$ cat config.mk
export PLATFORM = sky130hd
export DESIGN_NAME = radix_digit_converter_top
export DESIGN_NICKNAME = d
export VERILOG_FILES = /design/src/sv/rdc_pkg.sv /design/src/sv/radix_digit_converter_top.sv /design/src/sv/rdc_alu.sv /design/src/sv/rdc_seq.sv
export SDC_FILE = /design/constraint.sdc
export NUM_CORES = 1
export LEC_CHECK = 0
export ABC_AREA = 1
export BUFFER_PORTS_ARGS = -buffer_cell sky130_fd_sc_hd__buf_2
export CAP_MARGIN = 40
export CORE_MARGIN = 8
export CORE_UTILIZATION = 54
export DETAILED_ROUTE_END_ITERATION = 6
export PLACE_DENSITY = 0.71
export SYNTH_ARGS = -nofsm -noshare
export SYNTH_HDL_FRONTEND = slang
export SYNTH_SLANG_ARGS = --single-unit
$ cat constraint.sdc
create_clock -name i_clk -period 5 [get_ports i_clk]
set_clock_uncertainty 0.1 [all_clocks]
set_input_delay 0.75 -clock i_clk [delete_from_list [all_inputs] [get_ports i_clk]]
set_output_delay 0.75 -clock i_clk [all_outputs]
set_load 0.01 [all_outputs]
$ cat src/sv/rdc_pkg.sv
// Shared types, constants and helper functions for the radix digit converter.
`timescale 1ns / 1ps

package rdc_pkg;

    // Number format and digit widths
    localparam int INT_BITS            = 16;
    localparam int FRAC_BITS           = 32;
    localparam int BASE_W              = 8;
    localparam int COUNT_W             = 6;
    localparam int ACC_W               = FRAC_BITS + BASE_W;
    localparam int MAX_FRAC_DIGITS_DEF = 32;

    // Configuration port
    localparam int CFG_IDX_W  = 2;
    localparam int CFG_DATA_W = 8;
    localparam logic [CFG_IDX_W-1:0] CFG_TARGET_BASE = 2'd0;
    localparam logic [CFG_IDX_W-1:0] CFG_FRAC_COUNT  = 2'd1;

    // Register reset values and base limits
    localparam logic [BASE_W-1:0]  BASE_RESET  = 8'd10;
    localparam logic [COUNT_W-1:0] COUNT_RESET = 6'd10;
    localparam logic [BASE_W-1:0]  BASE_MIN    = 8'd2;
    localparam logic [BASE_W-1:0]  MIXED_FROM  = 8'd62;

    // Result item kinds
    localparam logic [2:0] KIND_MINUS = 3'd0;
    localparam logic [2:0] KIND_INT   = 3'd1;
    localparam logic [2:0] KIND_POINT = 3'd2;
    localparam logic [2:0] KIND_FRAC  = 3'd3;
    localparam logic [2:0] KIND_ERROR = 3'd4;

    // Character offsets for the digit alphabet
    localparam logic [BASE_W-1:0] CHAR_NUM_OFS   = 8'd48;
    localparam logic [BASE_W-1:0] CHAR_UPPER_OFS = 8'd55;
    localparam logic [BASE_W-1:0] CHAR_LOWER_OFS = 8'd61;
    localparam logic [BASE_W-1:0] LAST_NUM       = 8'd9;
    localparam logic [BASE_W-1:0] LAST_UPPER     = 8'd35;
    localparam logic [BASE_W-1:0] LAST_LOWER     = 8'd61;

    typedef struct packed {
        logic                 is_negative;
        logic [INT_BITS-1:0]  integer_magnitude;
        logic [FRAC_BITS-1:0] fraction_bits;
    } t_in_item;

    typedef struct packed {
        logic [2:0]        item_kind;
        logic [BASE_W-1:0] digit_value;
        logic [6:0]        digit_char;
        logic              mixed_radix;
        logic              last;
    } t_out_item;

    typedef enum logic {
        ALU_DIV = 1'b0,
        ALU_MUL = 1'b1
    } t_alu_op;

    typedef struct packed {
        logic                 start;
        t_alu_op              op;
        logic [INT_BITS-1:0]  quotient;
        logic [FRAC_BITS-1:0] fraction;
        logic [BASE_W-1:0]    base;
    } t_alu_req;

    typedef struct packed {
        logic                 done;
        logic [INT_BITS-1:0]  quotient;
        logic [BASE_W-1:0]    remainder;
        logic [BASE_W-1:0]    digit;
        logic [FRAC_BITS-1:0] fraction;
    } t_alu_rsp;

    // Map a digit to 0-9, A-Z, a-z; zero beyond the alphabet
    function automatic logic [6:0] digit_to_char(input logic [BASE_W-1:0] d);
        logic [BASE_W-1:0] c;
        if (d <= LAST_NUM) begin
            c = d + CHAR_NUM_OFS;
        end else if (d <= LAST_UPPER) begin
            c = d + CHAR_UPPER_OFS;
        end else if (d <= LAST_LOWER) begin
            c = d + CHAR_LOWER_OFS;
        end else begin
            c = '0;
        end
        return c[6:0];
    endfunction

endpackage

$ cat src/sv/radix_digit_converter_top.sv
// Top level of the radix digit converter: configuration registers and core.
//
// Usage:
//   Input channel (i_in_valid / o_in_ready / i_in_data) takes one signed
//   fixed-point number. The output channel (o_out_valid / i_out_ready /
//   o_out_data) returns its run of items: optional minus, integer digits
//   most significant first, then radix point and fraction digits when the
//   fraction is nonzero; the final item carries last. A base below 2 gives
//   one error item. The configuration channel writes target_base (index 0)
//   and fraction_digit_count (index 1); it is always ready, and the user must
//   write it only while the converter is idle; the block does not enforce this.
//   Timing: one number at a time. Each integer digit is a 16-step
//   bit-serial division in the shared unit, each fraction digit an 8-step
//   shift-add multiply followed by its emit state, and each sign, point or
//   popped digit has its own state. The input is ready again once the last
//   item is in the output register.
//   A stalled receiver holds the current item and pauses the sequencer.
//   Reset (synchronous, active low) empties the output register, returns to
//   idle and sets base 10 with 10 fraction digits.
`timescale 1ns / 1ps

module radix_digit_converter_top
    import rdc_pkg::*;
#(
    parameter int MAX_FRAC_DIGITS = MAX_FRAC_DIGITS_DEF
) (
    input  logic                  i_clk,
    input  logic                  i_rst_n,
    input  logic                  i_in_valid,
    output logic                  o_in_ready,
    input  t_in_item              i_in_data,
    output logic                  o_out_valid,
    input  logic                  i_out_ready,
    output t_out_item             o_out_data,
    input  logic                  i_cfg_valid,
    output logic                  o_cfg_ready,
    input  logic [CFG_IDX_W-1:0]  i_cfg_index,
    input  logic [CFG_DATA_W-1:0] i_cfg_data
);

    logic [BASE_W-1:0]  r_target_base;
    logic [COUNT_W-1:0] r_frac_count;
    t_alu_req           alu_req;
    t_alu_rsp           alu_rsp;

    // Take configuration transfers; unknown indexes are dropped
    always_ff @(posedge i_clk) begin
        if (!i_rst_n) begin
            r_target_base <= BASE_RESET;
            r_frac_count  <= COUNT_RESET;
        end else if (i_cfg_valid) begin
            case (i_cfg_index)
                CFG_TARGET_BASE: r_target_base <= i_cfg_data;
                CFG_FRAC_COUNT:  r_frac_count  <= i_cfg_data[COUNT_W-1:0];
                default: begin
                end
            endcase
        end
    end

    assign o_cfg_ready = 1'b1;

    rdc_seq #(
        .MAX_FRAC_DIGITS (MAX_FRAC_DIGITS)
    ) u_seq (
        .i_clk        (i_clk),
        .i_rst_n      (i_rst_n),
        .i_in_valid   (i_in_valid),
        .o_in_ready   (o_in_ready),
        .i_in_data    (i_in_data),
        .o_out_valid  (o_out_valid),
        .i_out_ready  (i_out_ready),
        .o_out_data   (o_out_data),
        .i_base       (r_target_base),
        .i_frac_count (r_frac_count),
        .o_alu_req    (alu_req),
        .i_alu_rsp    (alu_rsp)
    );

    rdc_alu u_alu (
        .i_clk   (i_clk),
        .i_rst_n (i_rst_n),
        .i_req   (alu_req),
        .o_rsp   (alu_rsp)
    );

endmodule

$ cat src/sv/rdc_alu.sv
// Shared bit-serial unit: restoring division and shift-add fraction multiply.
`timescale 1ns / 1ps

module rdc_alu
    import rdc_pkg::*;
(
    input  logic     i_clk,
    input  logic     i_rst_n,
    input  t_alu_req i_req,
    output t_alu_rsp o_rsp
);

    localparam int STEP_W = $clog2(INT_BITS + 1);

    logic                 r_busy;
    logic                 r_done;
    logic [STEP_W-1:0]    r_left;
    t_alu_op              r_op;
    logic [INT_BITS-1:0]  r_q;
    logic [BASE_W-1:0]    r_rem;
    logic [ACC_W-1:0]     r_acc;
    logic [FRAC_BITS-1:0] r_f;
    logic [BASE_W-1:0]    r_base;

    logic [BASE_W:0]      rem_shift;
    logic [ACC_W-1:0]     add_a;
    logic [ACC_W-1:0]     add_b;
    logic                 add_cin;
    logic [ACC_W-1:0]     sum;
    logic                 div_ge;

    // Pick adder operands: trial subtract for division, shift-add for multiply
    always_comb begin
        rem_shift = {r_rem, r_q[INT_BITS-1]};
        if (r_op == ALU_DIV) begin
            add_a   = ACC_W'(rem_shift);
            add_b   = ~ACC_W'(r_base);
            add_cin = 1'b1;
        end else begin
            add_a   = {r_acc[ACC_W-2:0], 1'b0};
            add_b   = r_base[BASE_W-1] ? ACC_W'(r_f) : '0;
            add_cin = 1'b0;
        end
        sum    = add_a + add_b + ACC_W'(add_cin);
        div_ge = ~sum[ACC_W-1];
    end

    // Step counter and completion pulse
    always_ff @(posedge i_clk) begin
        if (!i_rst_n) begin
            r_busy <= 1'b0;
            r_done <= 1'b0;
            r_left <= '0;
        end else if (i_req.start) begin
            r_busy <= 1'b1;
            r_done <= 1'b0;
            r_left <= (i_req.op == ALU_DIV) ? STEP_W'(INT_BITS) : STEP_W'(BASE_W);
        end else if (r_busy) begin
            r_left <= r_left - STEP_W'(1);
            if (r_left == STEP_W'(1)) begin
                r_busy <= 1'b0;
                r_done <= 1'b1;
            end
        end else begin
            r_done <= 1'b0;
        end
    end

    // Load operands, then advance one bit per cycle
    always_ff @(posedge i_clk) begin
        if (i_req.start) begin
            r_op   <= i_req.op;
            r_q    <= i_req.quotient;
            r_rem  <= '0;
            r_acc  <= '0;
            r_f    <= i_req.fraction;
            r_base <= i_req.base;
        end else if (r_busy) begin
            if (r_op == ALU_DIV) begin
                r_rem <= div_ge ? sum[BASE_W-1:0] : rem_shift[BASE_W-1:0];
                r_q   <= {r_q[INT_BITS-2:0], div_ge};
            end else begin
                r_acc  <= sum;
                r_base <= r_base << 1;
            end
        end
    end

    assign o_rsp.done      = r_done;
    assign o_rsp.quotient  = r_q;
    assign o_rsp.remainder = r_rem;
    assign o_rsp.digit     = r_acc[ACC_W-1:FRAC_BITS];
    assign o_rsp.fraction  = r_acc[FRAC_BITS-1:0];

endmodule

$ cat src/sv/rdc_seq.sv
// Sequencer: walks one number through sign, integer, point and fraction items.
`timescale 1ns / 1ps

module rdc_seq
    import rdc_pkg::*;
#(
    parameter int MAX_FRAC_DIGITS = MAX_FRAC_DIGITS_DEF
) (
    input  logic               i_clk,
    input  logic               i_rst_n,
    input  logic               i_in_valid,
    output logic               o_in_ready,
    input  t_in_item           i_in_data,
    output logic               o_out_valid,
    input  logic               i_out_ready,
    output t_out_item          o_out_data,
    input  logic [BASE_W-1:0]  i_base,
    input  logic [COUNT_W-1:0] i_frac_count,
    output t_alu_req           o_alu_req,
    input  t_alu_rsp           i_alu_rsp
);

    localparam int CNT_W = $clog2(MAX_FRAC_DIGITS + 1);
    localparam int N_W   = $clog2(INT_BITS + 1);
    localparam int IDX_W = $clog2(INT_BITS);

    typedef enum logic [9:0] {
        S_IDLE     = 10'b00_0000_0001,
        S_SIGN     = 10'b00_0000_0010,
        S_DIV_GO   = 10'b00_0000_0100,
        S_DIV_WAIT = 10'b00_0000_1000,
        S_POP      = 10'b00_0001_0000,
        S_ZERO     = 10'b00_0010_0000,
        S_POINT    = 10'b00_0100_0000,
        S_MUL_GO   = 10'b00_1000_0000,
        S_MUL_WAIT = 10'b01_0000_0000,
        S_FRAC     = 10'b10_0000_0000
    } t_state;

    t_state               r_state, n_state;
    logic                 r_out_valid, n_out_valid;
    t_out_item            r_out, n_out;
    logic                 r_neg, n_neg;
    logic [INT_BITS-1:0]  r_q, n_q;
    logic [FRAC_BITS-1:0] r_f, n_f;
    logic [BASE_W-1:0]    r_base, n_base;
    logic                 r_mixed, n_mixed;
    logic [CNT_W-1:0]     r_left, n_left;
    logic [N_W-1:0]       r_n, n_n;
    logic [BASE_W-1:0]    r_digit, n_digit;
    logic [BASE_W-1:0]    r_store [INT_BITS];

    logic                 out_free;
    logic                 st_we;
    logic [IDX_W-1:0]     st_idx;
    logic [N_W-1:0]       pop_n;
    logic [BASE_W-1:0]    pop_digit;
    logic [CNT_W-1:0]     count_sat;
    t_state               after_sign;

    always_comb begin
        out_free  = ~r_out_valid | i_out_ready;
        pop_n     = r_n - N_W'(1);
        pop_digit = r_store[pop_n[IDX_W-1:0]];
        st_idx    = r_n[IDX_W-1:0];

        // Clamp the fraction digit count
        if (32'(i_frac_count) > MAX_FRAC_DIGITS) begin
            count_sat = CNT_W'(MAX_FRAC_DIGITS);
        end else begin
            count_sat = CNT_W'(i_frac_count);
        end

        // Where to go once the sign is settled
        if (r_q != '0) begin
            after_sign = S_DIV_GO;
        end else if (!r_mixed) begin
            after_sign = S_ZERO;
        end else if (r_f != '0) begin
            after_sign = S_POINT;
        end else begin
            after_sign = S_IDLE;
        end

        n_state     = r_state;
        n_out_valid = r_out_valid & ~i_out_ready;
        n_out       = r_out;
        n_neg       = r_neg;
        n_q         = r_q;
        n_f         = r_f;
        n_base      = r_base;
        n_mixed     = r_mixed;
        n_left      = r_left;
        n_n         = r_n;
        n_digit     = r_digit;
        st_we       = 1'b0;

        case (r_state)
            S_IDLE: begin
                if (i_in_valid) begin
                    n_neg   = i_in_data.is_negative;
                    n_q     = i_in_data.integer_magnitude;
                    n_f     = i_in_data.fraction_bits;
                    n_base  = i_base;
                    n_mixed = (i_base >= MIXED_FROM);
                    n_left  = count_sat;
                    n_n     = '0;
                    n_state = S_SIGN;
                end
            end
            S_SIGN: begin
                if (r_base < BASE_MIN) begin
                    if (out_free) begin
                        n_out_valid = 1'b1;
                        n_out       = '{KIND_ERROR, '0, '0, 1'b0, 1'b1};
                        n_state     = S_IDLE;
                    end
                end else if (r_neg && (r_q != '0 || r_f != '0)) begin
                    if (out_free) begin
                        n_out_valid = 1'b1;
                        n_out       = '{KIND_MINUS, '0, '0, r_mixed, 1'b0};
                        n_state     = after_sign;
                    end
                end else begin
                    n_state = after_sign;
                end
            end
            S_DIV_GO: begin
                n_state = S_DIV_WAIT;
            end
            S_DIV_WAIT: begin
                // Push the remainder, continue while the quotient is nonzero
                if (i_alu_rsp.done) begin
                    st_we = 1'b1;
                    n_q   = i_alu_rsp.quotient;
                    n_n   = r_n + N_W'(1);
                    if (i_alu_rsp.quotient != '0 && r_n < N_W'(INT_BITS - 1)) begin
                        n_state = S_DIV_GO;
                    end else begin
                        n_state = S_POP;
                    end
                end
            end
            S_POP: begin
                // Emit stored digits most significant first
                if (out_free) begin
                    n_out_valid = 1'b1;
                    n_out = '{KIND_INT, pop_digit,
                              r_mixed ? 7'd0 : digit_to_char(pop_digit),
                              r_mixed, (r_n == N_W'(1)) && (r_f == '0)};
                    n_n = pop_n;
                    if (r_n == N_W'(1)) begin
                        n_state = (r_f != '0) ? S_POINT : S_IDLE;
                    end
                end
            end
            S_ZERO: begin
                if (out_free) begin
                    n_out_valid = 1'b1;
                    n_out = '{KIND_INT, '0, digit_to_char('0), 1'b0, r_f == '0};
                    n_state = (r_f != '0) ? S_POINT : S_IDLE;
                end
            end
            S_POINT: begin
                if (out_free) begin
                    n_out_valid = 1'b1;
                    n_out   = '{KIND_POINT, '0, '0, r_mixed, r_left == '0};
                    n_state = (r_left == '0) ? S_IDLE : S_MUL_GO;
                end
            end
            S_MUL_GO: begin
                n_state = S_MUL_WAIT;
            end
            S_MUL_WAIT: begin
                if (i_alu_rsp.done) begin
                    n_f     = i_alu_rsp.fraction;
                    n_digit = i_alu_rsp.digit;
                    n_state = S_FRAC;
                end
            end
            S_FRAC: begin
                if (out_free) begin
                    n_out_valid = 1'b1;
                    n_out = '{KIND_FRAC, r_digit,
                              r_mixed ? 7'd0 : digit_to_char(r_digit),
                              r_mixed, r_left == CNT_W'(1)};
                    n_left  = r_left - CNT_W'(1);
                    n_state = (r_left == CNT_W'(1)) ? S_IDLE : S_MUL_GO;
                end
            end
            default: begin
                n_state = S_IDLE;
            end
        endcase
    end

    // Control state
    always_ff @(posedge i_clk) begin
        if (!i_rst_n) begin
            r_state     <= S_IDLE;
            r_out_valid <= 1'b0;
        end else begin
            r_state     <= n_state;
            r_out_valid <= n_out_valid;
        end
    end

    // Working registers and output payload
    always_ff @(posedge i_clk) begin
        r_out   <= n_out;
        r_neg   <= n_neg;
        r_q     <= n_q;
        r_f     <= n_f;
        r_base  <= n_base;
        r_mixed <= n_mixed;
        r_left  <= n_left;
        r_n     <= n_n;
        r_digit <= n_digit;
        if (st_we) begin
            r_store[st_idx] <= i_alu_rsp.remainder;
        end
    end

    assign o_in_ready        = (r_state == S_IDLE);
    assign o_out_valid       = r_out_valid;
    assign o_out_data        = r_out;
    assign o_alu_req.start   = (r_state == S_DIV_GO) || (r_state == S_MUL_GO);
    assign o_alu_req.op      = (r_state == S_MUL_GO) ? ALU_MUL : ALU_DIV;
    assign o_alu_req.quotient = r_q;
    assign o_alu_req.fraction = r_f;
    assign o_alu_req.base    = r_base;

endmodule

Word level (Yosys, flattened, before mapping)
Memory sizes are Yosys's and may differ from the RTL's.
Cells that the tools add are included.

operators by class
  add/sub/neg operators = 12
  $lt $le $gt $ge = 10
  equal/unequal tests = 27
  muxes and demuxes = 76
  bitwise gates (word level) = 9
  reduce and logical (&&, ||, !) cells = 34

operator list
  operator                                                        number
  2-to-1 mux 20 bit                                               8
  2-to-1 mux 10 bit                                               14
  one-hot mux 10 bit (10 select lines)                            1
  one-hot mux 20 bit (5 select lines)                             1
  2-to-1 mux 32 bit                                               3
  2-to-1 mux 16 bit                                               5
  2-to-1 mux 40 bit                                               2
  one-hot mux 32 bit (2 select lines)                             1
  2-to-1 mux 7 bit                                                9
  2-to-1 mux 8 bit                                                6
  adder 7 x 6 -> 7 bit, second input constant                     6
  adder 40 x 1 -> 40 bit                                          1
  adder 40 bit                                                    1
  NOT 8 -> 40 bit                                                 1
  2-to-1 mux 5 bit                                                7
  less-or-equal comparator 8 x 6 -> 1 bit, second input constant  4
  zero test 32 bit                                                1
  one-hot mux 16 bit (2 select lines)                             1
  nonzero test 16 bit                                             2
  nonzero test 32 bit                                             1
  2-to-1 mux 6 bit                                                3
  less-or-equal comparator 8 x 4 -> 1 bit, second input constant  2
  != test 2 x 1 -> 1 bit, second input constant                   8
  AND reduction 2 bit                                             8
  43 further kinds                                                72

storage, ports and cells
  register bits after elaboration = 234
  memory bits (writable) = 128
  input bits = 64
  output and inout bits = 23
  logic and storage cells = 195
  memories = 1

memories
  memory         words  bits a word  read ports  clocked after Yosys merged registers in  wr ports  RTL line       text
  u_seq.r_store  16     8            1           0                                        1         rdc_seq.sv:51  logic [BASE_W-1:0] r_store [INT_BITS];

Depth between registers and ports, before layout
An unclocked memory read counts as a cell.

  depth after elaboration = 9
  depth in mapped cells = 26
  gate-level depth less buffers = 21

By module
Synthesis repeated with hierarchy kept, for this count alone.

second synthesis, totals
  cells, all modules = 2348
  area, all modules = 19356.1 µm²

by module, submodules not included
  module                     times used  cells each  area an instance (µm²)  seq. area each (µm²)
  rdc_seq                    1           1178        11333.4                 6976.7
  rdc_alu                    1           1084        7413.4                  2812.7
  radix_digit_converter_top  1           86          609.3                   280.3

Least setup slack after synthesis
Ideal clock, no wire load.

  path kind = register to register
  start = register u_seq.r_state[4]
  end = register u_seq.r_f[0], enable pin
  arrival = 3.192 ns
  required time = 4.434 ns
  path slack = 1.243 ns
  cell stages (with the launch flop) = 6
  path buffers = 0
  clock period less this slack = 3.757 ns
  path through = dfxtp_1 nor2_1 inv_1 nor2_2 nand3_1 o21ai_0

between the ends
  longest elaborated chain between the ends = 3
  elaborated cells between the ends (all ways) = 6
  classes of those cells = 4 x eq/ne; 2 x reduce/logical

RTL lines
  item                                                                            RTL line        text
  start: declaration                                                              rdc_seq.sv:40   t_state r_state, n_state;
  start signal: assignment                                                        rdc_seq.sv:203  r_state <= n_state;
  equality test 10 x 9 -> 1 bit or equality test 10 x 1 -> 1 bit (tied branches)  rdc_seq.sv:98   case (r_state)
  != test 2 x 1 -> 1 bit (no line) (tied with other cells)                        --
  AND reduction 3 bit (no line) *                                                 --
  end signal: assignment                                                          rdc_seq.sv:213  r_f <= n_f;
  end: declaration                                                                rdc_seq.sv:45   logic [FRAC_BITS-1:0] r_f, n_f;

Every way passes the cells marked *; elsewhere a longest branch is shown, timed or not.
A chain may end at the register's enable or synchronous reset.

Final worst setup path
  start = register u_alu.r_op
  end = register u_alu.r_acc[30]

between the ends
  longest elaborated chain between the ends = 3
  elaborated cells between the ends (all ways) = 6
  classes of those cells = 2 x add/sub; 3 x mux; 1 x reduce/logical

RTL lines
  item                      RTL line       text
  start: declaration        rdc_alu.sv:18  t_alu_op r_op;
  start signal: assignment  rdc_alu.sv:72  r_op <= i_req.op;
  2-to-1 mux 40 bit         rdc_alu.sv:35  if (r_op == ALU_DIV) begin
  adder 40 bit              rdc_alu.sv:44  sum = add_a + add_b + ACC_W'(add_cin);
  adder 40 x 1 -> 40 bit    rdc_alu.sv:44
  end signal: assignment    rdc_alu.sv:83  r_acc <= sum;
  end: declaration          rdc_alu.sv:21  logic [ACC_W-1:0] r_acc;

Parallel ways exist; a longest one is shown, timed or not.

==> impl.org <==
** Synthesis
- By instance count, the leading cell after synthesis is nand2_1.
- Most common library cells after synthesis :: 569 x nand2_1, 282 x edfxtp_1, 262 x inv_1
- Sequential cell area fraction in the yosys report :: 54.5%
- Commonest register cell after synthesis :: edfxtp_1
- Counting flops with a built-in enable in the synthesized netlist gives 282.
- Area leader, netlist :: edfxtp_1
- Share of the synthesized area in the top cell type :: 45.8%
- The cell count after synthesis came out at 2141.
- The Yosys step of the flow raised 0 warnings.
- Counting distinct cell types in the post-synthesis netlist gives 49.
- Yosys attributes the largest share of cell area to edfxtp_1 46%, nand2_1 12%, dfxtp_1 8.7%.
- After synthesis the cells add up to 18500 sq um.
- Dividing the synthesized area by the synthesized cell count gives 8.64 sq um.
- Post-synth net total :: 2255
- Number of synthesized register bits :: 362
- In the synthesized netlist the async set-or-reset flop fraction comes to 0%.

** Clocking
- The H-tree generated during clock tree synthesis spans 2 levels.
- Total clock buffers created by CTS :: 38
- Clock input transition at the sequential cells of the worst setup and hold paths :: 0.06 ns
- Buffer cell driving the clock tree root :: clkbuf_16
- CTS saw 362 sinks.
- The later pin in the worst-skew pair is clocked with a latency of 0.54 ns.
- Hold buffer count at CTS :: 0
- In this run the deepest clock path goes through 3 buffers.
- Clock tree from TritonCTS :: yes
- Resize count post-CTS :: 0
- The number of setup buffers added after CTS is 0.

** Detailed routing
- Wires add up to 48.1 mm.
- After detailed routing, the number of remaining DRC violations is 0.
- The detail route stage leaves a number of antenna-violating nets equal to 0.
- Number of design-rule violations left by the first detailed-router iteration :: 1098
- Final routed wire length divided by cell count :: 17.8 um
- Vias per Instance :: 5.48
- Via count :: 14800
- First-pass iteration count of the detailed router :: 5

** Global routing
- First-pass GRT wire length :: 76.6 mm
- Antenna violations before repair :: 0
- Pin count of the biggest net entering global routing :: 72
- The number of global-route vias before repair is 14600.
- Global router's overall resource usage :: 23.3%
- Remaining Overflow, GRT :: 0

** Timing
- Post-route minimum period :: 3.98 ns
- Relative max-transition margin :: 35.6%
- The final critical path takes up 79.5% of the cycle.
- Final Slew Violations :: 0
- Setup total negative slack :: 0 ns
- Setup violations remaining at the end of the flow were counted as 0.
- F_max :: 252 MHz
- Least-Margin Pin Slew :: 0.962 ns
- The total count of hold-check failures in the final report came to 0.
- Setup repair after global routing missed its margin :: no
- Across all hold checks on the routed design, the worst slack comes to 0.284 ns.

** Die
- The core region is 33600 sq um.
- Top-level I/O count :: 87
- Die Y :: 201 um
- Number of placement rows :: 67
- In this run the horizontal extent of the chip is 201 um.
- Full die area :: 40400 sq um
- Effective utilization at floorplan :: 55.0%

** Final layout
- Final net count :: 2331
- 0 antenna diodes ended up in the layout.
- Cells with a size suffix above 1 make up 9.03% of the layout.
- Summing all multi-input logic gate instances after layout gives 7040 sq um.
- After filler insertion, the fill cell instance count of the layout stands at 2919.
- Sequential cell area :: 10100 sq um
- Utilization after layout :: 61.6%
- Compared with the post-synthesis result, the final layout area differs by 12.0%.

** Worst setup path
- The worst setup path is captured at a flip-flop.
- Peak fanout along the critical path :: 28
- In this run the critical register-to-register path is captured at u_alu.r_acc[30].
- For flop-to-flop paths, the worst setup slack is 1.02 ns.
- Critical path data required time :: 5.32 ns
- At the worst endpoint, the arrival time is 4.30 ns.
- The critical path runs through a total of 14 cells.
- Buf/Inv on CP :: 3
- Cell repeated most along the worst path :: o21ai_0
- Beginning of the worst register-to-register path :: u_alu.r_op
- Critical Path Slowest Stage Cell :: fa_1
- The cell family contributing the most delay on the critical path is compound AO/OA/AOI/OAI gates.
- Launch point of the worst path :: u_alu.r_op
- The signal on the critical path passes through buf_4 > inv_1 > fa_1 > fa_1 > nand3_1 > nand2_1 > a21boi_0 > o21ai_0 > a21oi_1 > nor3_1 > o21ai_0 > nand2_1 > o21ai_0 > inv_1.
- The critical path in this run is classified as reg2reg.
- The worst setup path is launched from a flip-flop.
- Register-to-Register Path Depth :: 14
- The largest single stage delay on the critical path is 0.61 ns.
- Following the worst setup path forward leads to its endpoint at u_alu.r_acc[30].

** Job
- Max-cap violations in this run came to 0.

** Pwr
- Max IR drop VDD :: 0.000362 V
- Sum of internal, switching and leakage power :: 12000 uW
- Leakage power figure :: 0.00927 uW
- In this run the power density over the cells is 578 nW/um^2.

** Min path
- Class of the most critical hold timing path :: in2reg

** Placement
- At the end of routability-driven placement, the weighted congestion stood at 0.940.
- Summed over all nets, the half-perimeter wirelength after detailed placement is 35.1 mm.
- Port buffering added 85 buffers.

** Outcome
- The run finished with clean final reports.
[power by group]
group | leakage, uW | switching [uW] | internal [uW]
Clock | 0.000675 | 1230 | 1870
Combinational | 0.00509 | 3350 | 1460
Sequential | 0.00350 | 265 | 3810
[cells by family after synthesis]
logic type / Yosys count / share of synthesized area (%)
flops: 362 / 54.5
compound gates: 354 / 10.4
buf+inv: 349 / 7.58
other cells: 1 / 0.0203
xor+xnor: 44 / 2.08
simple gates: 981 / 21.9
fa+ha+maj: 50 / 3.46
[per-layer routing]
| metal | vias to the layer above | GRT usage (%) | share of wire [%] |
|---|---|---|---|
| li1 | 7275 | - | - |
| met1 | 6956 | 29.6 | 42 |
| met2 | 454 | 41.0 | 50 |
| met3 | 81 | 3.42 | 5.8 |
| met4 | 0 | 6.25 | 2.2 |
| met5 | - | 0 | 0 |
[sequential cells by signal (all words and copies together), names as in the netlist]
signal	cells
u_alu.r_q	16
u_seq.r_store	128
u_alu.r_left	5
u_seq.r_neg	1
u_alu.r_done	1
u_seq.r_n	5
u_seq.r_state	10
u_seq.o_out_valid	1
u_seq.r_q	16
r_target_base	8
u_alu.r_f	32
u_seq.r_base	8
u_alu.r_base	8
u_seq.o_out_data	20
u_seq.r_digit	8
u_seq.r_f	32
u_alu.r_op	1
u_alu.r_acc	40
u_alu.r_busy	1
u_alu.r_rem	8
r_frac_count	6
u_seq.r_left	6
u_seq.r_mixed	1
[worst register-to-register path: cells and delay by family (launching register included)]
kind	cells	cell delay [ns]
fa+ha+maj	2	1.09
flops	1	0.32
simple gates	4	0.36
compound gates	5	1.29
buf+inv	3	0.71
[metrics by stage]
stage	cell area, sq um	cells	worst slack, ns
2_1_floorplan	18500	2141	1.24
3_3_place_gp	19300	2619	1.23
3_5_place_dp	19300	2625	1.14
4_1_cts	20700	2695	1.10
5_1_grt	20700	2695	0.728
6_report	20700	2695	1.02
[worst min path at each step]
stage	from	endpoint	slack, ns	depth (start not counted)
final	i_in_data[48]	u_seq.r_neg	0.28	1
after global routing	i_in_data[48]	u_seq.r_neg	0.27	1
after CTS	i_in_data[48]	u_seq.r_neg	0.26	1
after detailed placement	r_target_base[0]	u_seq.r_base[0]	0.32	0
after global placement	r_target_base[0]	u_seq.r_base[0]	0.32	0
after floorplan	r_target_base[0]	u_seq.r_base[0]	0.30	0
[layout by cell type, fill, tap and decap left out, types with 11 or more instances in the layout]
| master | n |
|---|---|
| nand2_1 | 568 |
| edfxtp_1 | 282 |
| inv_1 | 262 |
| nor2_1 | 186 |
| o21ai_0 | 183 |
| nand3_1 | 148 |
| a21oi_1 | 90 |
| buf_2 | 85 |
| dfxtp_1 | 80 |
| ha_1 | 48 |
| clkbuf_16 | 40 |
| xor2_1 | 28 |
| nor3_1 | 25 |
| buf_4 | 22 |
| nor4_1 | 18 |
| xnor2_1 | 16 |
| nand4_1 | 14 |
| o21ai_1 | 13 |
| a31oi_1 | 13 |
| o22ai_1 | 12 |
| inv_2 | 11 |
[final cells by class]
class	count	area share, %
clock buffers	49	5.24
clock inverters	21	1.46
inverters	276	5.00
multi-input cells	1430	34.0
flip-flops and latches	362	48.6
well taps	448	2.71
repair buffers	109	3.00
Power figures use the tool's default switching activity.
